<file path="config.mk">
export PLATFORM = sky130hd
export DESIGN_NAME = wnaf_scalar_recoder_top
export DESIGN_NICKNAME = d
export VERILOG_FILES = /design/src/rtl/core/wnafr_pkg.sv /design/src/rtl/core/wnafr_front.sv /design/src/rtl/core/wnafr_queue.sv /design/src/rtl/core/wnafr_back.sv /design/src/rtl/core/wnaf_scalar_recoder_top.sv
export SDC_FILE = /design/constraint.sdc
export NUM_CORES = 1
export LEC_CHECK = 0
export ABC_AREA = 1
export BUFFER_PORTS_ARGS = -buffer_cell sky130_fd_sc_hd__buf_4
export CAP_MARGIN = 20
export CORE_MARGIN = 1.5
export CORE_UTILIZATION = 51
export CTS_BUF_LIST = sky130_fd_sc_hd__clkbuf_4 sky130_fd_sc_hd__clkbuf_8 sky130_fd_sc_hd__clkbuf_16
export DETAILED_ROUTE_END_ITERATION = 10
export GPL_ROUTABILITY_DRIVEN = 0
export PLACE_DENSITY = 0.72
export SLEW_MARGIN = 15
export SYNTH_ARGS = -nofsm -noshare
export SYNTH_HDL_FRONTEND = slang
export SYNTH_SLANG_ARGS = --single-unit
</file>
<file path="constraint.sdc">
create_clock -name clk -period 1.9 [get_ports clk]
set_input_delay 0.19 -clock clk [delete_from_list [all_inputs] [get_ports clk]]
set_output_delay 0.19 -clock clk [all_outputs]
set_load 0.05 [all_outputs]
</file>
<file path="src/rtl/core/wnafr_pkg.sv">
// Shared constants and types for the width-w NAF scalar recoder.
`timescale 1ns / 1ps
package wnafr_pkg;

  // Fixed field widths of the item ports.
  localparam int BYTE_W = 8;
  localparam int DIGIT_W = 5;
  localparam int POS_OUT_W = 9;

  // Defaults for the top-level parameters.
  localparam int SCALAR_BYTES_DEF = 32;
  localparam int WINDOW_DEF = 5;

  // Depth of the queue between the front and the back.
  localparam int QUEUE_DEPTH = 2;

  // One classified scalar byte on its way to the recoding engine.
  typedef struct packed {
    logic [BYTE_W-1:0] data;
    logic              last;
  } byte_entry_t;

endpackage

</file>
<file path="src/rtl/core/wnafr_front.sv">
// Front end: accepts scalar bytes and tags the final byte of each scalar.
`timescale 1ns / 1ps
module wnafr_front #(
  parameter int SCALAR_BYTES = wnafr_pkg::SCALAR_BYTES_DEF
) (
  input  logic                        clk,
  input  logic                        rst,
  input  logic                        push,
  output logic                        full,
  input  logic [wnafr_pkg::BYTE_W-1:0] scalar_byte,
  input  logic                        q_full,
  output logic                        q_wr,
  output wnafr_pkg::byte_entry_t      q_entry
);

  localparam int IDX_W = $clog2(SCALAR_BYTES);

  logic [IDX_W-1:0] byte_index;
  logic             is_last;

  // The input side is full whenever the queue is.
  assign full    = q_full;
  assign q_wr    = push && !q_full;
  assign is_last = (byte_index == IDX_W'(SCALAR_BYTES - 1));

  always_comb begin
    q_entry.data = scalar_byte;
    q_entry.last = is_last;
  end

  // Count bytes within the scalar, wrapping after the final one.
  always_ff @(posedge clk) begin
    if (rst) begin
      byte_index <= '0;
    end else if (q_wr) begin
      if (is_last) begin
        byte_index <= '0;
      end else begin
        byte_index <= byte_index + IDX_W'(1);
      end
    end
  end

endmodule

</file>
<file path="src/rtl/core/wnafr_queue.sv">
// Short queue of classified bytes between the front and the back.
`timescale 1ns / 1ps
module wnafr_queue (
  input  logic                   clk,
  input  logic                   rst,
  input  logic                   wr,
  input  wnafr_pkg::byte_entry_t wr_entry,
  output logic                   q_full,
  input  logic                   rd,
  output logic                   q_valid,
  output wnafr_pkg::byte_entry_t rd_entry
);

  localparam int DEPTH = wnafr_pkg::QUEUE_DEPTH;
  localparam int AW = (DEPTH > 1) ? $clog2(DEPTH) : 1;
  localparam int CW = $clog2(DEPTH + 1);

  wnafr_pkg::byte_entry_t mem [DEPTH];
  logic [AW-1:0] wptr;
  logic [AW-1:0] rptr;
  logic [CW-1:0] count;
  logic          do_wr;
  logic          do_rd;

  assign q_full   = (count == CW'(DEPTH));
  assign q_valid  = (count != '0);
  assign do_wr    = wr && !q_full;
  assign do_rd    = rd && q_valid;
  assign rd_entry = mem[rptr];

  // Storage for waiting items.
  always_ff @(posedge clk) begin
    if (do_wr) begin
      mem[wptr] <= wr_entry;
    end
  end

  // Pointers and fill level.
  always_ff @(posedge clk) begin
    if (rst) begin
      wptr  <= '0;
      rptr  <= '0;
      count <= '0;
    end else begin
      if (do_wr) begin
        wptr <= (wptr == AW'(DEPTH - 1)) ? '0 : wptr + AW'(1);
      end
      if (do_rd) begin
        rptr <= (rptr == AW'(DEPTH - 1)) ? '0 : rptr + AW'(1);
      end
      if (do_wr && !do_rd) begin
        count <= count + CW'(1);
      end else if (do_rd && !do_wr) begin
        count <= count - CW'(1);
      end
    end
  end

endmodule

</file>
<file path="src/rtl/core/wnafr_back.sv">
// Back end: recodes bits into wNAF digits, one per unstalled cycle, into an output register.
`timescale 1ns / 1ps
module wnafr_back #(
  parameter int SCALAR_BYTES = wnafr_pkg::SCALAR_BYTES_DEF,
  parameter int WINDOW       = wnafr_pkg::WINDOW_DEF
) (
  input  logic                            clk,
  input  logic                            rst,
  input  logic                            q_valid,
  input  wnafr_pkg::byte_entry_t          q_entry,
  output logic                            q_rd,
  input  logic                            pop,
  output logic                            empty,
  output logic [wnafr_pkg::DIGIT_W-1:0]   digit,
  output logic [wnafr_pkg::POS_OUT_W-1:0] position,
  output logic                            digit_last,
  output logic [wnafr_pkg::POS_OUT_W-1:0] top_plus_one
);

  localparam int BW      = wnafr_pkg::BYTE_W;
  localparam int PW      = WINDOW + BW - 1;
  localparam int CNT_W   = $clog2(PW + 1);
  localparam int SKIP_W  = $clog2(WINDOW);
  localparam int DW      = WINDOW + 1;
  localparam int TOP_POS = 8 * SCALAR_BYTES;
  localparam int POS_W   = $clog2(TOP_POS + 2);
  localparam int OW      = wnafr_pkg::POS_OUT_W;
  localparam int GW      = wnafr_pkg::DIGIT_W;

  // Recoding state.
  logic [PW-1:0]     pending_bits, pending_bits_next;
  logic [CNT_W-1:0]  pending_count, pending_count_next;
  logic              carry_in, carry_in_next;
  logic [SKIP_W-1:0] skip_count, skip_count_next;
  logic [POS_W-1:0]  digit_position, digit_position_next;
  logic [POS_W-1:0]  top_seen, top_seen_next;
  logic              active, active_next;
  logic              flush, flush_next;

  // Output register.
  logic              out_valid;
  logic [GW-1:0]     out_digit;
  logic [OW-1:0]     out_pos;
  logic              out_last;
  logic [OW-1:0]     out_top;

  // Per-digit working values.
  logic              emit;
  logic              done_now;
  logic              is_last;
  logic [1:0]        eff;
  logic [DW-1:0]     win_val;
  logic signed [DW-1:0] d;
  logic [DW+GW-1:0]  d_ext;
  logic              formed;
  logic [POS_W-1:0]  top_after;
  logic [POS_W+OW-1:0] pos_ext;
  logic [POS_W+OW-1:0] top_ext;

  assign empty        = !out_valid;
  assign digit        = out_digit;
  assign position     = out_pos;
  assign digit_last   = out_last;
  assign top_plus_one = out_top;

  // While active, a digit is produced whenever the output register is free or being drained.
  assign emit    = active && (!out_valid || pop);
  assign is_last = flush && (digit_position == POS_W'(TOP_POS));
  assign eff     = {1'b0, pending_bits[0]} + {1'b0, carry_in};
  assign win_val = {1'b0, pending_bits[WINDOW-1:0]} + DW'(carry_in);
  assign formed  = (skip_count == '0) && eff[0];
  assign top_after = formed ? digit_position + POS_W'(1) : top_seen;
  assign d_ext   = {{GW{d[DW-1]}}, d};
  assign pos_ext = {{OW{1'b0}}, digit_position};
  assign top_ext = {{OW{1'b0}}, top_after};

  // Digit value for the current position.
  always_comb begin
    d = '0;
    if (formed) begin
      if (win_val > DW'(1 << (WINDOW - 1))) begin
        d = signed'(win_val - DW'(1 << WINDOW));
      end else begin
        d = signed'(win_val);
      end
    end
  end

  // State after this cycle's digit, then the load of the next byte.
  always_comb begin
    pending_bits_next   = pending_bits;
    pending_count_next  = pending_count;
    carry_in_next       = carry_in;
    skip_count_next     = skip_count;
    digit_position_next = digit_position;
    top_seen_next       = top_seen;
    active_next         = active;
    flush_next          = flush;
    done_now            = 1'b0;
    q_rd                = 1'b0;

    if (emit) begin
      if (skip_count != '0) begin
        skip_count_next = skip_count - SKIP_W'(1);
      end else if (!eff[0]) begin
        carry_in_next = eff[1];
      end else begin
        carry_in_next   = (win_val > DW'(1 << (WINDOW - 1)));
        skip_count_next = SKIP_W'(WINDOW - 1);
      end
      top_seen_next       = top_after;
      pending_bits_next   = pending_bits >> 1;
      pending_count_next  = (pending_count != '0) ? pending_count - CNT_W'(1) : '0;
      digit_position_next = digit_position + POS_W'(1);

      if (flush) begin
        done_now = is_last;
      end else begin
        done_now = (pending_count_next < CNT_W'(WINDOW));
      end

      if (done_now) begin
        active_next = 1'b0;
        // The end of a scalar returns everything to its reset value.
        if (flush) begin
          pending_bits_next   = '0;
          pending_count_next  = '0;
          carry_in_next       = 1'b0;
          skip_count_next     = '0;
          digit_position_next = '0;
          top_seen_next       = '0;
          flush_next          = 1'b0;
        end
      end
    end

    // Append the next byte above the bits still pending.
    if (q_valid && (!active || done_now)) begin
      q_rd               = 1'b1;
      pending_bits_next  = pending_bits_next | (PW'(q_entry.data) << pending_count_next);
      pending_count_next = pending_count_next + CNT_W'(BW);
      active_next        = 1'b1;
      flush_next         = q_entry.last;
    end
  end

  // Engine registers.
  always_ff @(posedge clk) begin
    if (rst) begin
      pending_bits   <= '0;
      pending_count  <= '0;
      carry_in       <= 1'b0;
      skip_count     <= '0;
      digit_position <= '0;
      top_seen       <= '0;
      active         <= 1'b0;
      flush          <= 1'b0;
    end else begin
      pending_bits   <= pending_bits_next;
      pending_count  <= pending_count_next;
      carry_in       <= carry_in_next;
      skip_count     <= skip_count_next;
      digit_position <= digit_position_next;
      top_seen       <= top_seen_next;
      active         <= active_next;
      flush          <= flush_next;
    end
  end

  // Output valid flag.
  always_ff @(posedge clk) begin
    if (rst) begin
      out_valid <= 1'b0;
    end else if (emit) begin
      out_valid <= 1'b1;
    end else if (pop) begin
      out_valid <= 1'b0;
    end
  end

  // Output payload.
  always_ff @(posedge clk) begin
    if (emit) begin
      out_digit <= d_ext[GW-1:0];
      out_pos   <= pos_ext[OW-1:0];
      out_last  <= is_last;
      out_top   <= is_last ? top_ext[OW-1:0] : '0;
    end
  end

endmodule

</file>
<file path="src/rtl/core/wnaf_scalar_recoder_top.sv">
// Top level of the width-w NAF scalar recoder.
//
// Input channel: one scalar byte per item, least significant byte first,
// SCALAR_BYTES items per scalar. An item is taken when push is high and
// full is low. The front tags the final byte of each scalar and parks items
// in a two-entry queue.
// Result channel: one signed digit per item with its bit position. The oldest
// digit is shown while empty is low and is taken when pop is high.
// The last digit of a scalar (position 8*SCALAR_BYTES) raises digit_last and
// carries the highest nonzero position plus one.
// Path: a byte is written into the queue, loaded into the engine registers
// and recoded into the output register, which shows its first digit. The
// engine produces one digit per cycle while the output register is free or
// being drained; the first byte of a scalar yields 9-WINDOW digits, a middle
// byte 8 and the final byte WINDOW+8, and the single engine sets the rate.
// When the receiver stalls, the engine holds and the queue fills; full rises
// once two bytes wait. Reset (synchronous, active high) empties the queue
// and the output register and starts a new scalar.
`timescale 1ns / 1ps
module wnaf_scalar_recoder_top #(
  parameter int SCALAR_BYTES = wnafr_pkg::SCALAR_BYTES_DEF,
  parameter int WINDOW       = wnafr_pkg::WINDOW_DEF
) (
  input  logic                            clk,
  input  logic                            rst,
  input  logic                            push,
  output logic                            full,
  input  logic [wnafr_pkg::BYTE_W-1:0]    scalar_byte,
  output logic                            empty,
  input  logic                            pop,
  output logic [wnafr_pkg::DIGIT_W-1:0]   digit,
  output logic [wnafr_pkg::POS_OUT_W-1:0] position,
  output logic                            digit_last,
  output logic [wnafr_pkg::POS_OUT_W-1:0] top_plus_one
);

  logic                   q_full;
  logic                   q_wr;
  logic                   q_rd;
  logic                   q_valid;
  wnafr_pkg::byte_entry_t wr_entry;
  wnafr_pkg::byte_entry_t rd_entry;

  // Byte intake and end-of-scalar tagging.
  wnafr_front #(
    .SCALAR_BYTES(SCALAR_BYTES)
  ) u_front (
    .clk        (clk),
    .rst        (rst),
    .push       (push),
    .full       (full),
    .scalar_byte(scalar_byte),
    .q_full     (q_full),
    .q_wr       (q_wr),
    .q_entry    (wr_entry)
  );

  // Decoupling queue.
  wnafr_queue u_queue (
    .clk     (clk),
    .rst     (rst),
    .wr      (q_wr),
    .wr_entry(wr_entry),
    .q_full  (q_full),
    .rd      (q_rd),
    .q_valid (q_valid),
    .rd_entry(rd_entry)
  );

  // Recoding engine and result register.
  wnafr_back #(
    .SCALAR_BYTES(SCALAR_BYTES),
    .WINDOW      (WINDOW)
  ) u_back (
    .clk         (clk),
    .rst         (rst),
    .q_valid     (q_valid),
    .q_entry     (rd_entry),
    .q_rd        (q_rd),
    .pop         (pop),
    .empty       (empty),
    .digit       (digit),
    .position    (position),
    .digit_last  (digit_last),
    .top_plus_one(top_plus_one)
  );

endmodule
</file>
==> results of run 1 <==
metal layers:
metal | GRT usage, % | part of all wire [%] | vias up
met4 | 7.36 | 1.7 | 0
met1 | 25.0 | 43 | 1763
met3 | 3.76 | 3.0 | 15
li1 | - | - | 1871
met2 | 34.1 | 52 | 71
met5 | 0 | 0 | -
placed cells by master (no fill, tap or decap), drive strengths merged, types with 7 or more instances in the layout:
master	instances
dfxtp	51
edfxtp	42
inv	73
buf	81
o22ai	9
or2	7
ha	10
clkbuf	9
o21ai	32
nand2	102
nand3	41
xor2	8
a21oi	41
nor2	63
state kept, by name (all words and copies together), names as in the netlist, named ones only:
register / count
u_queue.mem: 18
u_back.pending_bits: 12
u_back.digit_position: 9
u_back.position: 9
u_back.top_plus_one: 9
u_back.top_seen: 9
u_back.digit: 5
u_front.byte_index: 5
u_back.pending_count: 4
u_back.skip_count: 3
u_queue.count: 2
u_back.active: 1
u_back.carry_in: 1
u_back.digit_last: 1
u_back.flush: 1
u_back.out_valid: 1
u_queue.rptr: 1
u_queue.wptr: 1
timing repair:
action,CTS,global route
hold buffers,0,3
buffers inserted,3,9
endpoints found under the setup margin,8,23
pin swaps,2,24
hold endpoints to repair,0,6
resized for setup,12,63
gates cloned,0,0
where the power goes:
group | internal [mW] | switching (mW)
Combinational | 1.76 | 3.08
Clock | 0.505 | 0.761
Sequential | 2.58 | 0.219
Total | 4.84 | 4.06
final timing paths:
kind	start	end	depth (start not counted)
worst max-delay path	u_back.pending_count[1]	u_queue.count[1]	14
worst min-delay path	scalar_byte[7]	u_queue.mem[1][8]	1
worst max register to register	u_back.pending_count[1]	u_queue.count[1]	14
worst min register to register	u_back.digit_position[7]	u_back.position[7]	0
critical path: cells and delay by family, from the launching register on:
family / cells / cell delay, ps
compound gates: 6 / 650
fa+ha+maj: 2 / 490
flops: 1 / 340
simple gates: 4 / 310
buf+inv: 2 / 100
synthesized netlist by cell type (5+ instances only):
cell / instances
nand2_2: 9
o21ai_0: 26
nor2_1: 56
nand2_1: 91
edfxtp_1: 42
mux2i_1: 5
xor2_1: 8
nor2_2: 5
o22ai_1: 9
inv_2: 7
nand3_1: 37
buf_2: 5
dfxtp_1: 51
o21ai_1: 5
or2_2: 7
nor3_1: 5
inv_1: 63
ha_1: 10
clkbuf_1: 8
a21oi_1: 37
kinds of logic (layout without fill, tap and decap cells):
group           Yosys count  in the layout  share of synthesized area [%]
simple gates            226            226                           23.5
flops                    93             93                           50.6
buf+inv                  90            172                           8.24
compound gates           88             88                           11.2
xor+xnor                 11             11                           2.14
fa+ha+maj                10             10                           2.77
mux                       7              7                           1.61
area by class of cell:
cell class                      instances  area (µm²)
Fill cell                             721        2960
Sequential cell                        93        2290
Multi-Input combinational cell        342        2110
Timing Repair Buffer                   84         664
Inverter                               72         287
Tap cell                              108         135
Clock buffer                            9         124
Clock inverter                          7        65.1
through the flow:
step	setup slack, ps	cells	utilization (%)	TNS [ps]	area, µm²
floorplan	-35.1	525	-	-35.1	4540
global placement	-4.07	684	59.0	-4.07	5090
detailed placement	-73.8	684	59.0	-154	5090
CTS	-8.03	703	61.9	-10.1	5350
global route	-194	715	65.7	-1800	5670
finish	-94.7	715	65.7	-288	5670
==> results.cfg, run 1 <==
[die]
ios = 38
die_h_um = 97.0
core-area_um2 = 8640
die_area_um2 = 9410
rows = 34
start_util_pct = 52.2
die_w_um = 97.0

[synth]
ys_ff_latch = 93
yosys_most_used_dff = dfxtp_1
async_flop_share_pct = 0
seq_area_frac_synth_pct = 50.6
synth_cell_types = 42
ys_top_cells_by_area = edfxtp_1, dfxtp_1, nand2_1, inv_1, nor2_1
syn_area_um2 = 4510
synth_edf_count = 42
synth_top_cell_by_area = edfxtp_1
synthesis.nets = 547
syn_avg_cell_area_um2 = 8.59
yosys_warnings = 0
synth_top_cell_area_share_pct = 28.0
synthCells = 525

[clock_network]
clock_sinks = 93
cts_root_buf = clkbuf_8
tritoncts = built
cts-htree-levels = 3
clk_path_buf_depth = 2
clk_latency_ps = 370
clk_pin_slew_worst_paths_ps = 90
cts_buffers = 9

[setup_path]
slowest_delay_ps = 340
startpoint_type = register
cp-end-kind = register
crit_fanout = 2
worst_ep_required_time_ps = 2150
path_class = reg -> reg
worstPathCellList = inv_1 -> ha_4 -> inv_2 -> o21ai_2 -> nor2_1 -> o21ai_2 -> nand2_2 -> nand2_4 -> nand2_4 -> ha_4 -> a21oi_2 -> o21ai_2 -> o21ai_1 -> a21oi_1
r2r_slack_ps = -90
cpMaxStageDelayCell = dfxtp_2
cp_data_arrival_time_ps = 2250
cp_common_cell = o21ai_2

[route]
dr_total_vias = 3720
drc_errors = 0
wl_um = 9650
viasPerCell = 5.20
wl_per_cell_um = 13.5
drtIter0Drc = 102
ant_nets = 0
drt-pass1-iter-count = 4

[finish]
drive_gt1_share_pct = 32.3
fin_nets = 624
antennaDiodeCount = 0
area_growth_pct = 25.8

[pwr]
total_power_mw = 8.90
p_leak_nw = 2.21
p_per_area_nw_per_um2 = 1570
peakVddDrop_mv = 0.776

[global_route]
grt_usage_pct = 19.9
antenna_found_initial = 0
grt_pass1_wl_um = 15400
grt_pass1_vias = 3409
grt_overflow = 0
grt_max_degree = 37

[timing]
period_minus_slack_ps = 1990
rsz0062_at_grt = yes
finalCritPeriodShare_pct = 105
worstMarginPinSlew_ps = 424
hold_violations = 0
max_freq_mhz = 501
timing.slew.headroom_pct = 71.7
final.setup_skew_ps = 13.7
setup_ws_ps = -94.7
setup_viol = 10
hold_ws_ps = 8.42
slew_viol_final = 0

[run_status]
violations = negative setup slack
outcome = complete, but fails checks

[place]
port_buffers = 37
hpwl_um = 6520

[min_path]
hold_class = in -> reg

[run]
cap_violations = 0
Power figures use the tool's default switching activity.
==> run 2, diff against run 1 <==
- CORE_UTILIZATION: 51 -> 54
- PLACE_DENSITY: 0.72 -> 0.76
==> run 2 against run 1 <==
Net effect: critical path type unchanged; final area up 1.4%; critical endpoint unchanged; highest routed layer unchanged; first-iteration DRC count up 61%; flip-flop and latch count unchanged; the flow still finishes with violations (negative setup slack).
==> results.cfg, run 2 (same netlist as run 1, synthesis figures left out) <==
[timing]
worstMarginPinSlew_ps = 473
timing.slew.headroom_pct = 68.2
hold_violations = 0
max_freq_mhz = 525
finalCritPeriodShare_pct = 100
period_minus_slack_ps = 1900
final.setup_skew_ps = 7.83
setup_ws_ps = -3.39
hold_ws_ps = 13.0
setup_viol = 1
slew_viol_final = 0
rsz0062_at_grt = yes

[die]
die_w_um = 94.4
start_util_pct = 55.4
rows = 33
die_area_um2 = 8910
core-area_um2 = 8130
die_h_um = 94.4
ios = 38

[pwr]
peakVddDrop_mv = 1.09
power_switching_mw = 4.06
power_frac_seq_pct = 30.8
power_frac_clock_pct = 14.5
total_power_mw = 9.05
switching_share_pct = 44.8
p_comb_share_pct = 54.7
p_per_area_nw_per_um2 = 1570
p_leak_nw = 2.24
internal-power_mw = 4.99

[clock_network]
clk_path_buf_depth = 2
cts_buffers = 9
clk_pin_slew_worst_paths_ps = 90
cts_hold_buf = 0
cts_root_buf = clkbuf_8
tritoncts = built
cts-htree-levels = 3
clk_latency_ps = 360
clock_sinks = 93

[global_route]
grt_pass1_vias = 3434
grt_max_degree = 37
grt_usage_pct = 21.4
grt_pass1_wl_um = 15000
antenna_found_initial = 0
grt_overflow = 0

[route]
drtIter0Drc = 164
wl_um = 9540
drt-pass1-iter-count = 5
ant_nets = 0
viasPerCell = 5.22
wl_per_cell_um = 13.4
drc_errors = 0
dr_total_vias = 3715

[finish]
final_common_cell = nand2_1
fin_nets = 624
regMostFlops = u_queue.mem
area_growth_pct = 27.5
reg_top3 = u_queue.mem x18, u_back.pending_bits x12
antennaDiodeCount = 0
multi_input_area_um2 = 2190
drive_gt1_share_pct = 33.8
largest_reg_flops = 18
fillers = 582
seq_area_um2 = 2290
layout_common_cells = nand2_1, buf_4, inv_1
final_cells = 712

[place]
pre_cts_slack_ps = -35.7
dp_cells = 682
port_buffers = 37
hpwl_um = 6330

[setup_path]
r2r-end = u_queue.count[1]
crit_fanout = 3
cp-end-kind = register
startpoint = u_back.pending_count[0]
crit_end = u_queue.count[1]
rr_worst_depth = 15
rr_startpoint = u_back.pending_count[0]
cp_data_arrival_time_ps = 2200
r2r_slack_ps = -3
worst_ep_required_time_ps = 2190
path_class = reg -> reg
startpoint_type = register

[run]
cap_violations = 0

[min_path]
hold_class = in -> reg

[run_status]
violations = negative setup slack
outcome = complete, but fails checks
==> run 2: cell types whose count changed in the layout (fill, tap and decap cells not counted), moves of 3 or more <==
cell           change
dlygate4sd3_1      -3
nand2_1            -5
o21ai_2            -3
nand3_4            +4
nand3_1            -4
inv_2              +3
clkinv_4           -3
nand2_2            +3
==> run 2: repair_timing <==
action	in CTS	in global routing
endpoints found under the setup margin	8	22
gates resized for setup	11	79
setup buffers	1	13
pin swaps	1	29
==> run 2: metal layers <==
| metal | up-vias | track usage [%] | wire length [µm] |
|---|---|---|---|
| met3 | 12 | 3.14 | 324 |
| met5 | - | 0 | 0 |
| met1 | 1739 | 26.2 | 4000 |
| met4 | 0 | 7.84 | 123 |
| met2 | 87 | 38.2 | 5090 |
| li1 | 1877 | - | - |
==> run 2: how the worst min path moves through the flow <==
stage | from | to | slack [ps] | cells after the start
after floorplan | scalar_byte[0] | u_queue.mem[0][1] | 290 | 0
after global placement | scalar_byte[2] | u_queue.mem[1][3] | 370 | 1
after detailed placement | scalar_byte[2] | u_queue.mem[0][3] | 380 | 1
after CTS | scalar_byte[2] | u_queue.mem[0][3] | 5 | 1
after global routing | scalar_byte[0] | u_queue.mem[1][1] | 7 | 1
final | scalar_byte[1] | u_queue.mem[0][2] | 10 | 1
==> run 2: through the flow <==
stage               setup TNS, ps  instance area [µm²]  util [%]
floorplan                   -35.1                 4540         -
global placement                0                 5100      62.7
detailed placement          -72.4                 5100      62.7
CTS                         -12.7                 5350      65.7
global route                -1110                 5750      70.7
finish                      -3.39                 5750      70.7
==> run 2: final cells by class <==
type                    instances  area share [%]
multi-input cells             342            38.1
clock inverters                 7            1.26
well taps                     105            2.28
repair buffers                 84            11.6
clock buffers                   9            2.15
flip-flops and latches         93            39.8
inverters                      72            4.87
==> run 2: critical path, stage by stage (launching register included) <==
cell and delay [ps]:
dfxtp_2 350, inv_2 50, ha_4 160, nand2_2 70
nor2_1 50, nor2_2 120, nor2_2 50, o21ai_2 110
nand2_2 100, nand2_2 100, nand2_4 70, ha_4 270
a21oi_2 30, o21ai_1 100, o21ai_1 80, a21oi_1 130
==> run 2: power groups by stage <==
stage          Clock [mW]  Combinational (mW)  Sequential (mW)
3_5_place_dp            0                4.01             2.82
2_1_floorplan           0                2.53             3.30
6_report             1.32                4.95             2.79
3_3_place_gp            0                3.92             2.80
5_1_grt              1.41                5.38             2.84
4_1_cts              1.34                4.12             2.77
==> run 3, diff against run 2 <==
- SYNTH_HIERARCHICAL: not set -> 1
==> run 3 against run 2 <==
Net effect: the run now ends clean; final area fell by 3.4%; sequential share of layout area is 1.4 points higher; non-clock buffer count decreased by 7; final cell count down 0.84%; die area rose by 2.0%; clock power rose by 11%; global-route usage decreased by 0.058 points; critical path type unchanged.
==> results.cfg, run 3 <==
[global_route]
grt_pass1_vias = 3430
grt_overflow = 0
grt_pass1_wl_um = 15000
antenna_found_initial = 0
grt_usage_pct = 21.4
grt_max_degree = 38

[pwr]
power_frac_clock_pct = 16.3
p_per_area_nw_per_um2 = 1620
switching_share_pct = 43.8
power_switching_mw = 3.93
peakVddDrop_mv = 0.847
power_frac_seq_pct = 31.7
p_comb_share_pct = 52.1
p_leak_nw = 2.22
internal-power_mw = 5.05

[clock_network]
clock_sinks = 93
clk_latency_ps = 360
tritoncts = built
cts_root_buf = clkbuf_8
cts_buffers = 9
clk_pin_slew_worst_paths_ps = 100
clk_path_buf_depth = 2
cts-htree-levels = 3

[setup_path]
r2r_slack_ps = 20
cp_data_arrival_time_ps = 2010
cpLargestDelayFamily = simple AND/OR/NAND/NOR gates
r2r-end = u_back/top_plus_one[8]
crit_fanout = 4
cp-end-kind = register
cp_common_cell = nand3b_1
startpoint_type = register
slowest_delay_ps = 340
worst_ep_required_time_ps = 2030
cpMaxStageDelayCell = dfxtp_2
critPathBufInv = 1
rr_startpoint = u_back/digit_position[0]
rr_worst_depth = 9
path_class = reg -> reg
worstPathCellList = buf_4 -> ha_2 -> nand3_2 -> nand3b_1 -> nand3b_1 -> xor2_2 -> nand2_1 -> o21ai_0 -> nor2_1

[run_status]
outcome = finished clean

[route]
dr_total_vias = 3734
wl_met1_um = 4070
top_layer_used = met4
wl_per_cell_um = 13.4
drc_errors = 0
met3_length_um = 500
wl_um = 9490
viasPerCell = 5.29
ant_nets = 0
met2RoutedLength_um = 4680
drt-pass1-iter-count = 5
drtIter0Drc = 219

[finish]
largest_reg_flops = 18
regMostFlops = u_queue/mem
area_growth_pct = 20.6
layout_common_cells = nand2_1, buf_4, nor2_1
drive_gt1_share_pct = 28.0
antennaDiodeCount = 0
reg_top3 = u_queue/mem x18, u_back/pending_bits x12
final_common_cell = nand2_1
fin_nets = 618
final_cells = 706

[synth]
syn_avg_cell_area_um2 = 8.64
ys_ff_latch = 93
ys_top_cells_by_area = edfxtp_1, dfxtp_1, nand2_1, nor2_1, inv_1
synth_common_cells = nand2_1, nor2_1, inv_1
yosysMostFrequentCell = nand2_1
yosys_most_used_dff = dfxtp_1
synthCells = 533
synth_edf_count = 42
synth_top_cell_area_share_pct = 27.4
syn_area_um2 = 4600
synth_top_cell_by_area = edfxtp_1
async_flop_share_pct = 0
synthesis.nets = 555
seq_area_frac_synth_pct = 49.6
yosys_warnings = 6
synth_cell_types = 42

[timing]
hold_violations = 0
setup_tns_ps = 0
setup_viol = 0
period_minus_slack_ps = 1880
worstMarginPinSlew_ps = 430
timing.slew.headroom_pct = 71.3
final.setup_skew_ps = 8.24
hold_ws_ps = 16.7
slew_viol_final = 0
finalCritPeriodShare_pct = 99.1
rsz0062_at_grt = yes
max_freq_mhz = 531

[die]
die_area_um2 = 9090
start_util_pct = 55.8
die_w_um = 95.3
ios = 38
die_h_um = 95.3
rows = 33
core-area_um2 = 8260

[place]
hpwl_um = 6300
dp_cells = 674
port_buffers = 37

[run]
cap_violations = 0

[min_path]
hold_start = scalar_byte[4]
hold_end = u_queue/mem[1][5]
worstHoldPathCells = 1
hold_class = in -> reg
==> run 3: logic make-up (layout without fill, tap and decap cells) <==
group	Yosys count	count (layout)	synth area share, %
compound gates	81	81	10.4
xor+xnor	12	12	2.28
fa+ha+maj	10	10	2.72
buf+inv	92	159	8.72
flops	93	93	49.6
mux	11	11	2.64
simple gates	234	235	23.7
==> run 3: metal layers <==
layer / vias to the layer above / global-route usage, %
li1: 1872 / -
met1: 1730 / 27.2
met2: 107 / 34.6
met3: 25 / 4.94
met4: 0 / 9.45
met5: - / 0
==> run 3: cell type report <==
class,count,area (µm²)
clock inverter,7,97.6
clock buffer,9,124
tap,105,131
sequential,93,2290
fill,659,2700
multi-input combinational,349,2050
timing repair buffer,77,608
inverter,66,258
==> run 3: power by group through the flow <==
stage	Combinational, mW	Sequential [mW]	Clock, mW
6_report	4.68	2.84	1.46
5_1_grt	5.11	2.90	1.56
4_1_cts	4.37	2.84	1.48
3_5_place_dp	4.24	2.88	0
3_3_place_gp	4.15	2.86	0
2_1_floorplan	2.77	3.31	0
==> run 3: stage by stage <==
stage               power (mW)  setup WS, ps  area (µm²)  utilization (%)
floorplan                 6.08         -75.6        4630                -
global placement          7.01          39.6        5090             61.6
detailed placement        7.11         -66.4        5090             61.6
CTS                       8.69       -0.0751        5420             65.6
global route              9.57         -94.5        5550             67.3
finish                    8.98          16.7        5550             67.3
==> run 3: how the worst max path moves through the flow <==
stage,start,endpoint,slack [ps],cells past startpoint
floorplan,u_back/pending_count[0],u_queue/count[1],-80,15
global route,u_back/digit_position[0],u_back/top_plus_one[8],-90,9
finish,u_back/digit_position[0],u_back/top_plus_one[8],20,9
detailed placement,u_back/digit_position[0],u_queue/count[1],-70,14
global placement,u_back/pending_count[1],u_queue/count[1],40,15
CTS,u_back/out_valid,u_back/pending_bits[9],-0.08,12
==> run 3: repair_timing <==
action	4_1_cts	5_1_grt
hold endpoints to repair	14	0
gates cloned	0	1
setup buffers	2	6
pin swaps	4	3
hold buffers	7	0
gates resized for setup	7	25
setup endpoints to repair	6	18
